==> config.mk <==
export PLATFORM = sky130hd
export DESIGN_NAME = inductor_ratio_pd_steering
export DESIGN_NICKNAME = d
export VERILOG_FILES = /design/src/rtl/core/irps_pkg.sv /design/src/rtl/core/irps_seq.sv /design/src/rtl/core/irps_dpath.sv /design/src/rtl/core/inductor_ratio_pd_steering.sv
export SDC_FILE = /design/constraint.sdc
export NUM_CORES = 1
export LEC_CHECK = 0
export BUFFER_PORTS_ARGS = -buffer_cell sky130_fd_sc_hd__buf_4
export CAP_MARGIN = 15
export CORE_MARGIN = 2
export CORE_UTILIZATION = 45
export CTS_CLUSTER_SIZE = 20
export DETAILED_ROUTE_END_ITERATION = 16
export PLACE_DENSITY = 0.64
export SYNTH_ARGS = -nofsm -noshare
export SYNTH_HDL_FRONTEND = slang
export SYNTH_HIERARCHICAL = 1
export SYNTH_SLANG_ARGS = --single-unit
==> constraint.sdc <==
create_clock -name clk -period 6.6 [get_ports clk]
set_clock_uncertainty 0.05 [all_clocks]
set_input_delay 0.66 -clock clk [delete_from_list [all_inputs] [get_ports clk]]
set_output_delay 0.66 -clock clk [all_outputs]
set_load 0.01 [all_outputs]
==> src/rtl/core/irps_pkg.sv <==
// Shared types, constants and control store for the ratio PD steering block.
`default_nettype none
package irps_pkg;

    localparam int PC_W     = 4;
    localparam int CHAN_W   = 8;
    localparam int GAIN_W   = 8;
    localparam int THR_W    = 10;
    localparam int ERR_W    = 8;
    localparam int TGT_W    = 32;
    localparam int WSUM_W   = 10;
    localparam int DEN_W    = 11;
    localparam int NUM_W    = 17;
    localparam int QUO_W    = 7;
    localparam int CNT_W    = 3;
    localparam int CFG_IDX_W = 2;

    localparam logic [6:0] RATIO_SCALE = 7'd100;

    localparam logic [CFG_IDX_W-1:0] REG_PROP_GAIN  = 2'd0;
    localparam logic [CFG_IDX_W-1:0] REG_DERIV_GAIN = 2'd1;
    localparam logic [CFG_IDX_W-1:0] REG_STOP_THR   = 2'd2;

    localparam logic [GAIN_W-1:0] PROP_GAIN_RST  = 8'd4;
    localparam logic [GAIN_W-1:0] DERIV_GAIN_RST = 8'd4;
    localparam logic [THR_W-1:0]  STOP_THR_RST   = 10'd30;

    typedef enum logic [2:0] {
        OP_NOP,
        OP_SUMS,
        OP_PREP,
        OP_DIV,
        OP_SIGN,
        OP_MUL,
        OP_ACC,
        OP_EMIT
    } op_t;

    typedef enum logic [2:0] {
        J_NEXT,
        J_ALWAYS,
        J_NOIN,
        J_DEN0,
        J_MORE,
        J_OUTBUSY
    } jmp_t;

    typedef struct packed {
        op_t             op;
        jmp_t            jmp;
        logic [PC_W-1:0] target;
    } ucode_t;

    typedef struct packed {
        logic den_zero;
        logic div_more;
        logic out_busy;
    } dp_status_t;

    function automatic ucode_t ucode_rom(input logic [PC_W-1:0] pc);
        ucode_t w;
        unique case (pc)
            4'd0:    w = '{op: OP_NOP,  jmp: J_NOIN,    target: 4'd0};
            4'd1:    w = '{op: OP_SUMS, jmp: J_NEXT,    target: 4'd0};
            4'd2:    w = '{op: OP_PREP, jmp: J_NEXT,    target: 4'd0};
            4'd3:    w = '{op: OP_NOP,  jmp: J_DEN0,    target: 4'd5};
            4'd4:    w = '{op: OP_DIV,  jmp: J_MORE,    target: 4'd4};
            4'd5:    w = '{op: OP_SIGN, jmp: J_NEXT,    target: 4'd0};
            4'd6:    w = '{op: OP_MUL,  jmp: J_NEXT,    target: 4'd0};
            4'd7:    w = '{op: OP_ACC,  jmp: J_NEXT,    target: 4'd0};
            4'd8:    w = '{op: OP_NOP,  jmp: J_OUTBUSY, target: 4'd8};
            4'd9:    w = '{op: OP_EMIT, jmp: J_ALWAYS,  target: 4'd0};
            default: w = '{op: OP_NOP,  jmp: J_ALWAYS,  target: 4'd0};
        endcase
        return w;
    endfunction

endpackage
`default_nettype wire

==> src/rtl/core/irps_seq.sv <==
// Microcode sequencer: step counter, control store lookup and jump logic.
`default_nettype none
module irps_seq
    import irps_pkg::*;
(
    input  wire logic       clk,
    input  wire logic       rst_n,
    input  wire logic       in_valid,
    output logic            in_ready,
    input  wire dp_status_t status,
    output ucode_t          ctrl
);

    logic [PC_W-1:0] pc_reg;
    logic [PC_W-1:0] pc_next;
    logic [PC_W-1:0] pc_inc;
    logic            in_fire;

    assign ctrl     = ucode_rom(pc_reg);
    assign in_ready = (pc_reg == '0);
    assign in_fire  = in_valid && in_ready;
    assign pc_inc   = pc_reg + 1'b1;

    always_comb
    begin
        unique case (ctrl.jmp)
            J_NEXT:    pc_next = pc_inc;
            J_ALWAYS:  pc_next = ctrl.target;
            J_NOIN:    pc_next = in_fire ? pc_inc : ctrl.target;
            J_DEN0:    pc_next = status.den_zero ? ctrl.target : pc_inc;
            J_MORE:    pc_next = status.div_more ? ctrl.target : pc_inc;
            J_OUTBUSY: pc_next = status.out_busy ? ctrl.target : pc_inc;
            default:   pc_next = '0;
        endcase
    end

    always_ff @(posedge clk or negedge rst_n)
    begin
        if (!rst_n)
        begin
            pc_reg <= '0;
        end
        else
        begin
            pc_reg <= pc_next;
        end
    end

endmodule
`default_nettype wire

==> src/rtl/core/irps_dpath.sv <==
// Datapath: weighted sums, restoring divider, PD update, output register.
`default_nettype none
module irps_dpath
    import irps_pkg::*;
(
    input  wire logic                 clk,
    input  wire logic                 rst_n,
    input  wire logic                 in_fire,
    input  wire logic [4*CHAN_W-1:0]  in_data,
    input  wire op_t                  op,
    input  wire logic [GAIN_W-1:0]    prop_gain,
    input  wire logic [GAIN_W-1:0]    deriv_gain,
    input  wire logic [THR_W-1:0]     stop_threshold,
    output dp_status_t                status,
    output logic                      out_valid,
    input  wire logic                 out_taken,
    output logic signed [ERR_W-1:0]   ratio_error,
    output logic signed [TGT_W-1:0]   heading_target,
    output logic                      stop_flag
);

    logic [CHAN_W-1:0]        c1_reg, c2_reg, c3_reg, c4_reg;
    logic [WSUM_W-1:0]        left_reg, right_reg;
    logic [NUM_W-1:0]         rem_reg;
    logic [DEN_W-1:0]         den_reg;
    logic                     neg_reg;
    logic [QUO_W-1:0]         quo_reg;
    logic [CNT_W-1:0]         cnt_reg;
    logic signed [ERR_W-1:0]  err_reg;
    logic signed [ERR_W-1:0]  prev_err_reg;
    logic signed [16:0]       pterm_reg;
    logic signed [17:0]       dterm_reg;
    logic signed [TGT_W-1:0]  accum_reg;
    logic                     stop_reg;
    logic                     out_valid_reg;
    logic signed [ERR_W-1:0]  out_err_reg;
    logic signed [TGT_W-1:0]  out_tgt_reg;
    logic                     out_stop_reg;

    logic [WSUM_W-1:0]        left_sum, right_sum, raw_sum;
    logic [WSUM_W-1:0]        mag;
    logic [NUM_W-1:0]         num;
    logic [NUM_W:0]           trial;
    logic signed [ERR_W-1:0]  err_val;
    logic signed [ERR_W:0]    err_diff;
    logic signed [16:0]       pterm;
    logic signed [17:0]       dterm;
    logic signed [18:0]       delta;
    logic signed [TGT_W:0]    acc_sum;
    logic signed [TGT_W-1:0]  acc_sat;

    always_comb
    begin
        left_sum  = {2'b0, c1_reg} + {1'b0, c2_reg, 1'b0} + {2'b0, c2_reg};
        right_sum = {2'b0, c4_reg} + {1'b0, c3_reg, 1'b0} + {2'b0, c3_reg};
        raw_sum   = {2'b0, c1_reg} + {2'b0, c2_reg} + {2'b0, c3_reg} + {2'b0, c4_reg};
        mag       = (left_reg >= right_reg) ? (left_reg - right_reg) : (right_reg - left_reg);
        num       = NUM_W'(mag) * NUM_W'(RATIO_SCALE);
        trial     = ({{(NUM_W+1-DEN_W){1'b0}}, den_reg} << cnt_reg);
        err_val   = neg_reg ? -$signed({1'b0, quo_reg}) : $signed({1'b0, quo_reg});
        err_diff  = {err_reg[ERR_W-1], err_reg} - {prev_err_reg[ERR_W-1], prev_err_reg};
        pterm     = $signed({1'b0, prop_gain}) * err_reg;
        dterm     = $signed({1'b0, deriv_gain}) * err_diff;
        delta     = {{2{pterm_reg[16]}}, pterm_reg} + {dterm_reg[17], dterm_reg};
        acc_sum   = {accum_reg[TGT_W-1], accum_reg} + {{(TGT_W-18){delta[18]}}, delta};
        if (acc_sum[TGT_W] != acc_sum[TGT_W-1])
        begin
            acc_sat = acc_sum[TGT_W] ? {1'b1, {(TGT_W-1){1'b0}}} : {1'b0, {(TGT_W-1){1'b1}}};
        end
        else
        begin
            acc_sat = acc_sum[TGT_W-1:0];
        end
    end

    always_ff @(posedge clk)
    begin
        if (in_fire)
        begin
            c1_reg <= in_data[CHAN_W-1:0];
            c2_reg <= in_data[2*CHAN_W-1:CHAN_W];
            c3_reg <= in_data[3*CHAN_W-1:2*CHAN_W];
            c4_reg <= in_data[4*CHAN_W-1:3*CHAN_W];
        end
        unique case (op)
            OP_SUMS:
            begin
                left_reg  <= left_sum;
                right_reg <= right_sum;
            end
            OP_PREP:
            begin
                rem_reg <= num;
                den_reg <= DEN_W'(left_reg) + DEN_W'(right_reg);
                neg_reg <= (left_reg < right_reg);
                quo_reg <= '0;
                cnt_reg <= CNT_W'(QUO_W - 1);
            end
            OP_DIV:
            begin
                if ({1'b0, rem_reg} >= trial)
                begin
                    rem_reg          <= NUM_W'({1'b0, rem_reg} - trial);
                    quo_reg[cnt_reg] <= 1'b1;
                end
                cnt_reg <= cnt_reg - 1'b1;
            end
            OP_SIGN:
            begin
                err_reg <= err_val;
            end
            OP_MUL:
            begin
                pterm_reg <= pterm;
                dterm_reg <= dterm;
            end
            OP_NOP, OP_ACC, OP_EMIT:
            begin
            end
            default:
            begin
            end
        endcase
        if (op == OP_EMIT)
        begin
            out_err_reg  <= err_reg;
            out_tgt_reg  <= accum_reg;
            out_stop_reg <= stop_reg;
        end
    end

    always_ff @(posedge clk or negedge rst_n)
    begin
        if (!rst_n)
        begin
            prev_err_reg  <= '0;
            accum_reg     <= '0;
            stop_reg      <= 1'b0;
            out_valid_reg <= 1'b0;
        end
        else
        begin
            if (op == OP_SUMS && raw_sum <= stop_threshold)
            begin
                stop_reg <= 1'b1;
            end
            if (op == OP_ACC)
            begin
                accum_reg    <= acc_sat;
                prev_err_reg <= err_reg;
            end
            if (op == OP_EMIT)
            begin
                out_valid_reg <= 1'b1;
            end
            else if (out_taken)
            begin
                out_valid_reg <= 1'b0;
            end
        end
    end

    assign status.den_zero = (den_reg == '0);
    assign status.div_more = (cnt_reg != '0);
    assign status.out_busy = out_valid_reg;

    assign out_valid      = out_valid_reg;
    assign ratio_error    = out_err_reg;
    assign heading_target = out_tgt_reg;
    assign stop_flag      = out_stop_reg;

endmodule
`default_nettype wire

==> src/rtl/core/inductor_ratio_pd_steering.sv <==
// Each request runs weighted sums, divider set-up, the 7-step divider (skipped for a zero
// sum), sign, PD multiply, accumulate and emit; no new request is taken before emit.
// A new request is taken while the previous result waits in the output register.
// Reset (rst_n low, asynchronous): gains 4, threshold 30, target, last error and
// stop flag cleared, no result pending.
`default_nettype none
module inductor_ratio_pd_steering
    import irps_pkg::*;
(
    input  wire logic                 clk,
    input  wire logic                 rst_n,
    input  wire logic                 s_axis_tvalid,
    output logic                      s_axis_tready,
    // chan_one[7:0], chan_two[15:8], chan_three[23:16], chan_four[31:24]
    input  wire logic [31:0]          s_axis_tdata,
    output logic                      m_axis_tvalid,
    input  wire logic                 m_axis_tready,
    // ratio_error[7:0], heading_target[39:8], stop_flag[40], zero[47:41]
    output logic [47:0]               m_axis_tdata,
    input  wire logic                 cfg_valid,
    output logic                      cfg_ready,
    input  wire logic [CFG_IDX_W-1:0] cfg_index,
    input  wire logic [THR_W-1:0]     cfg_data
);

    logic [GAIN_W-1:0]       prop_gain_reg;
    logic [GAIN_W-1:0]       deriv_gain_reg;
    logic [THR_W-1:0]        stop_thr_reg;
    ucode_t                  ctrl;
    dp_status_t              status;
    logic                    in_fire;
    logic signed [ERR_W-1:0] ratio_error;
    logic signed [TGT_W-1:0] heading_target;
    logic                    stop_flag;

    assign cfg_ready = 1'b1;
    assign in_fire   = s_axis_tvalid && s_axis_tready;

    always_ff @(posedge clk or negedge rst_n)
    begin
        if (!rst_n)
        begin
            prop_gain_reg  <= PROP_GAIN_RST;
            deriv_gain_reg <= DERIV_GAIN_RST;
            stop_thr_reg   <= STOP_THR_RST;
        end
        else if (cfg_valid)
        begin
            unique case (cfg_index)
                REG_PROP_GAIN:  prop_gain_reg  <= cfg_data[GAIN_W-1:0];
                REG_DERIV_GAIN: deriv_gain_reg <= cfg_data[GAIN_W-1:0];
                REG_STOP_THR:   stop_thr_reg   <= cfg_data;
                default:
                begin
                end
            endcase
        end
    end

    irps_seq u_seq (
        .clk      (clk),
        .rst_n    (rst_n),
        .in_valid (s_axis_tvalid),
        .in_ready (s_axis_tready),
        .status   (status),
        .ctrl     (ctrl)
    );

    irps_dpath u_dpath (
        .clk            (clk),
        .rst_n          (rst_n),
        .in_fire        (in_fire),
        .in_data        (s_axis_tdata),
        .op             (ctrl.op),
        .prop_gain      (prop_gain_reg),
        .deriv_gain     (deriv_gain_reg),
        .stop_threshold (stop_thr_reg),
        .status         (status),
        .out_valid      (m_axis_tvalid),
        .out_taken      (m_axis_tready),
        .ratio_error    (ratio_error),
        .heading_target (heading_target),
        .stop_flag      (stop_flag)
    );

    assign m_axis_tdata = {7'b0, stop_flag, heading_target, ratio_error};

endmodule
`default_nettype wire
# Word level (Yosys, flattened, before mapping)

Memory sizes are Yosys's and may differ from the RTL's.
Cells that the tools add are included.
Widths: inputs -> output; s select.

Memories: 1
Register bits after elaboration: 247
Memory bits (read-only): 144
Output and inout port bits: 51
Word-level logic and storage cells: 103
Input port bits: 49

Memories:

| name             | depth | width | rd ports | clocked after Yosys merged registers in | write ports | RTL line       | source |
|---|---|---|---|---|---|---|---|
| (name not given) | 16    | 9     | 1        | 0                                       | 0           | irps_pkg.sv:62 | `unique case (pc)` |

Eq/ne operators: 16
Shifts and indexed selects: 1
Order comparisons: 6
Multiplexer cells: 18
Bitwise logic cells: 1
$mul: 3
Add/subtract/negate cells: 17
Reductions and logical operators: 14

Operators with widths:

| operator              | number |
|---|---|
| $mux 32               | 2 |
| $add 10x8->10         | 4 |
| $pmux 17 s2           | 1 |
| $add 32x19->33        | 1 |
| $pmux 4 s6            | 1 |
| $add 8x9->10          | 2 |
| $sub 10x10->10        | 2 |
| $add 17x18->19        | 1 |
| $eq 3x3->1 const B    | 6 |
| $ge 17x18->1          | 1 |
| $mul 9x9->18          | 1 |
| $shl 11x3->18         | 1 |
| $mul 9x8->17          | 1 |
| $mux 17               | 1 |
| $sub 17x17->17        | 1 |
| $mux 4                | 4 |
| $mul 10x5->15 const B | 1 |
| $mux 7                | 2 |
| $pmux 7 s2            | 1 |
| $eq 3x2->1 const B    | 4 |
| $add 10x10->11        | 1 |
| $logic_not 11->1      | 1 |
| $ge 10x10->1          | 1 |
| $le 10x10->1          | 1 |
| 25 further kinds      | 34 |

# Longest topological paths before layout

Depth in word-level cells: 7
Gate-level depth with buffers: 29
Mapped depth without buffers: 29

# Hierarchy

The synthesis kept the hierarchy.

By module, submodules not included:

| module                     | seq. area each (µm²) | area an instance (µm²) | cells each | times used |
|---|---|---|---|---|
| irps_dpath                 | 6306.0               | 20019.2                | 1951       | 1 |
| inductor_ratio_pd_steering | 658.1                | 1077.3                 | 68         | 1 |
| irps_seq                   | 100.1                | 461.7                  | 49         | 1 |

# Worst setup path after synthesis

No wires, ideal clock.

Kind: flip-flop to flip-flop
Start: reg u_dpath.err_reg[0]
End: reg u_dpath.dterm_reg[17], data pin
Clock period less this slack: 6.853 ns
Path slack: -0.253 ns
Data required time: 6.282 ns
Arrival time: 6.535 ns
Cell stages (with the launch flop): 29
Path buffers: 0
Setup time: 0.268 ns
Cell sequence: edfxtp_1 inv_1 ha_1 fa_1 nor2b_1 o21ai_0 nand2b_1 a21o_1 a21o_1 a211oi_1 mux2i_1 or2_2 fa_1 fa_1 inv_1 fa_1 fa_1 inv_1 fa_1 inv_1 ha_1 o21ai_0 a21boi_0 o21ai_0 a21boi_0 o21ai_0 a21oi_1 o41ai_1 xnor2_1

Longest elaborated chain between the ends: 2

RTL lines:

| element                | RTL line          | source |
|---|---|---|
| start, declared        | irps_dpath.sv:29  | `logic signed [ERR_W-1:0] err_reg;` |
| start signal, assigned | irps_dpath.sv:110 | `err_reg <= err_val;` |
| $sub 8x8->9            | irps_dpath.sv:61  | `err_diff = {err_reg[ERR_W-1], err_reg} - {prev_err_reg[ERR_W-1], prev_err_reg};` |
| $mul 9x9->18           | irps_dpath.sv:63  | `dterm = $signed({1'b0, deriv_gain}) * err_diff;` |
| net u_dpath.dterm[17]  | irps_dpath.sv:47  | `logic signed [17:0] dterm;` |
| end signal, assigned   | irps_dpath.sv:115 | `dterm_reg <= dterm;` |
| end, declared          | irps_dpath.sv:32  | `logic signed [17:0] dterm_reg;` |

The timed path passes the listed nets, and every way through them passes these cells.
A chain may end at the register's enable or synchronous reset.

# Worst setup path after layout

Start: reg u_dpath.err_reg[1]
End: reg u_dpath.dterm_reg[17], data pin

Same word-level chain as after synthesis.

==> summary.md <==
| Metric | Value |
|---|---|
| Total GRT Usage | `0.191` |
| DR pass1 iterations | `5` |
| Share of post-route cells with drive strength above 1 | `0.128` |
| Dpl hpwl | `37700 µm` |
| Layout area overhead | `12.3%` |
| Global-route wire length before repair | `76700 µm` |
| IO Pins | `100` |
| Crit Path Class | `reg -> reg` |
| FP Rows | `80` |
| Longest Clk Path Bufs | `3` |
| Final Cycle Share | `0.965` |
| Via density | `5.29` |
| Min cycle time layout | `6.37 ns` |
| Slew HR | `0.252` |
| Hold WC Path Type | `in -> reg` |
| Slowest-stage cell, CP | `fa_1` |
| WL per Instance | `16.8 µm` |
| Die Ht | `223 µm` |
| Outcome | `complete, no violations` |
| Yosys Warn Count | `6` |
| Syn avg cell area | `10.4 µm²` |
| Starting Density | `0.454` |
| Vias | `14900` |
| GPL Wtd Cong | `0.877` |
| Iter 0 DRT Violations | `947` |
| Final core utilization | `0.510` |
| CP Max Fanout | `7` |
| Worst Max-Slew Pin Slew | `1.12 ns` |
| Number of antenna diodes | `0` |
| # clock sinks | `247` |
| Clock transition at path regs | `0.06 ns` |
| Vias in the first global route | `15300` |
| Initial antenna violation count | `1` |
| Die area | `49600 µm²` |
| Grt total ovfl | `0` |
| Total CTS buffers | `30` |
| Fin nets | `2646` |
| Fmax | `157 MHz` |
| Clk Latency, worst-skew pair | `0.59 ns` |
| Critical path, cell by cell | `ha_1 > nor2b_1 > o21ai_1 > a21boi_1 > o21ai_1 > nand2b_1 > a21o_1 > a21oi_1 > xnor2_1 > buf_4 > and2_1 > fa_1 > fa_1 > fa_1 > fa_1 > ha_1 > ha_1 > a21boi_2 > o21ai_1 > a21boi_2 > o21ai_2 > a21oi_2 > o41ai_2 > xnor2_1` |
| Final worst slack | `0.229 ns` |
| CTS tree | `done` |
| Arrival @ worst endpoint | `6.65 ns` |
| Fin. Hold Viols | `0` |
| Critical path endpoint category | `register` |
| Setup TNS Final | `0 ns` |
| Die Width | `223 µm` |
| Worst path required time | `6.87 ns` |
| WL final | `47300 µm` |
| CP dominant cell by count | `fa_1` |
| Slowest stage delay, CP | `0.52 ns` |
| Largest net degree at the start of global routing | `46` |
| H-tree Lvls | `1` |
| Max-slew violation count | `0` |
| # DRC | `0` |
| Core area | `47400 µm²` |
| Placement Setup Slack | `-0.136 ns` |
| Area of the mapped netlist | `21500 µm²` |
| Final setup fails | `0` |
| IO Port Bufs | `91` |
| Post-route ant nets | `0` |
| Mapped Cells | `2064` |
| # Max-Cap Violations | `0` |
| Clock root buffer master | `clkbuf_16` |
| Startpoint types | `register` |
[stage by stage]
step / cell area, µm² / instances / hold WS (ns)
after floorplan: 21600 / 2070 / 0.314
after global placement: 23100 / 2759 / 0.413
after detailed placement: 23100 / 2759 / 0.413
after CTS: 24100 / 2817 / 0.166
after global routing: 24200 / 2820 / 0.174
final: 24200 / 2820 / 0.198
[layout by cell type (no fill, tap or decap), types with 24 or more instances in the layout]
| master | instances |
|---|---|
| and2_1 | 76 |
| nand2b_1 | 35 |
| ha_1 | 265 |
| o21ai_0 | 79 |
| edfxtp_1 | 175 |
| a21oi_1 | 147 |
| mux2_2 | 36 |
| fa_1 | 148 |
| nor2_1 | 99 |
| a21o_1 | 38 |
| inv_1 | 271 |
| xnor2_1 | 87 |
| nand2_1 | 137 |
| xor2_1 | 34 |
| dfrtp_1 | 66 |
| clkbuf_16 | 32 |
| o21bai_1 | 28 |
| nor2b_1 | 24 |
| buf_4 | 133 |
[repair_timing]
item	4_1_cts	5_1_grt
hold endpoints to repair	27	0
buffers inserted	1	3
setup endpoints to repair	3	6
pin swaps	8	20
hold buffers	1	0
resized for setup	8	17
[path summary, 6_finish.rpt]
| kind | from | to | slack (ns) | depth (start not counted) |
|---|---|---|---|---|
| worst max-delay path | u_dpath/err_reg[1]$_DFFE_PN_ | u_dpath/dterm_reg[17]$_DFFE_PN_ | 0.23 | 24 |
| worst min-delay path | s_axis_tdata[21] | u_dpath/c3_reg[5]$_DFFE_PP_ | 0.20 | 1 |
| worst max register to register | u_dpath/err_reg[1]$_DFFE_PN_ | u_dpath/dterm_reg[17]$_DFFE_PN_ | 0.23 | 24 |
| min in group asynchronous | rst_n | u_dpath/accum_reg[22]$_DFFE_PN0N_ | 0.51 | 2 |
| max in group asynchronous | rst_n | deriv_gain_reg[7]$_DFFE_PN0P_ | 5.01 | 3 |
| worst min register to register | u_dpath/stop_reg$_DFFE_PN0P_ | u_dpath/stop_flag$_DFFE_PP_ | 0.41 | 0 |
[critical path, delay by kind of cell (launching register included)]
family,cells,cell delay (ns)
xor gates and xnor gates,2,0.25
adders and majority gates,7,2.95
buffers and inverters,1,0.19
AOI/OAI and AO/OA,11,1.87
DFF,1,0.42
and+or+nand+nor,3,0.37
[layout make-up]
class                           count  area, µm²
Sequential cell                   247       7060
Tap cell                          615        769
Clock buffer                       38        833
Clock inverter                     18        161
Timing Repair Buffer              134       1010
Multi-Input combinational cell   1493      13300
Inverter                          275       1030
Fill cell                        4226      23300
[per-layer routing]
layer | vias to the layer above | part of all wire | wire length [µm] | track usage
met4 | 0 | 0.032 | 1520 | 0.0617
met3 | 74 | 0.036 | 1690 | 0.0235
met1 | 7293 | 0.43 | 20100 | 0.238
met5 | - | 0 | 0 | 0
li1 | 7294 | - | - | -
met2 | 267 | 0.51 | 23900 | 0.345
Power is left out: the tool's default activity adds up to more than one toggle a clock period on the data nets, which glitch-free logic cannot reach.
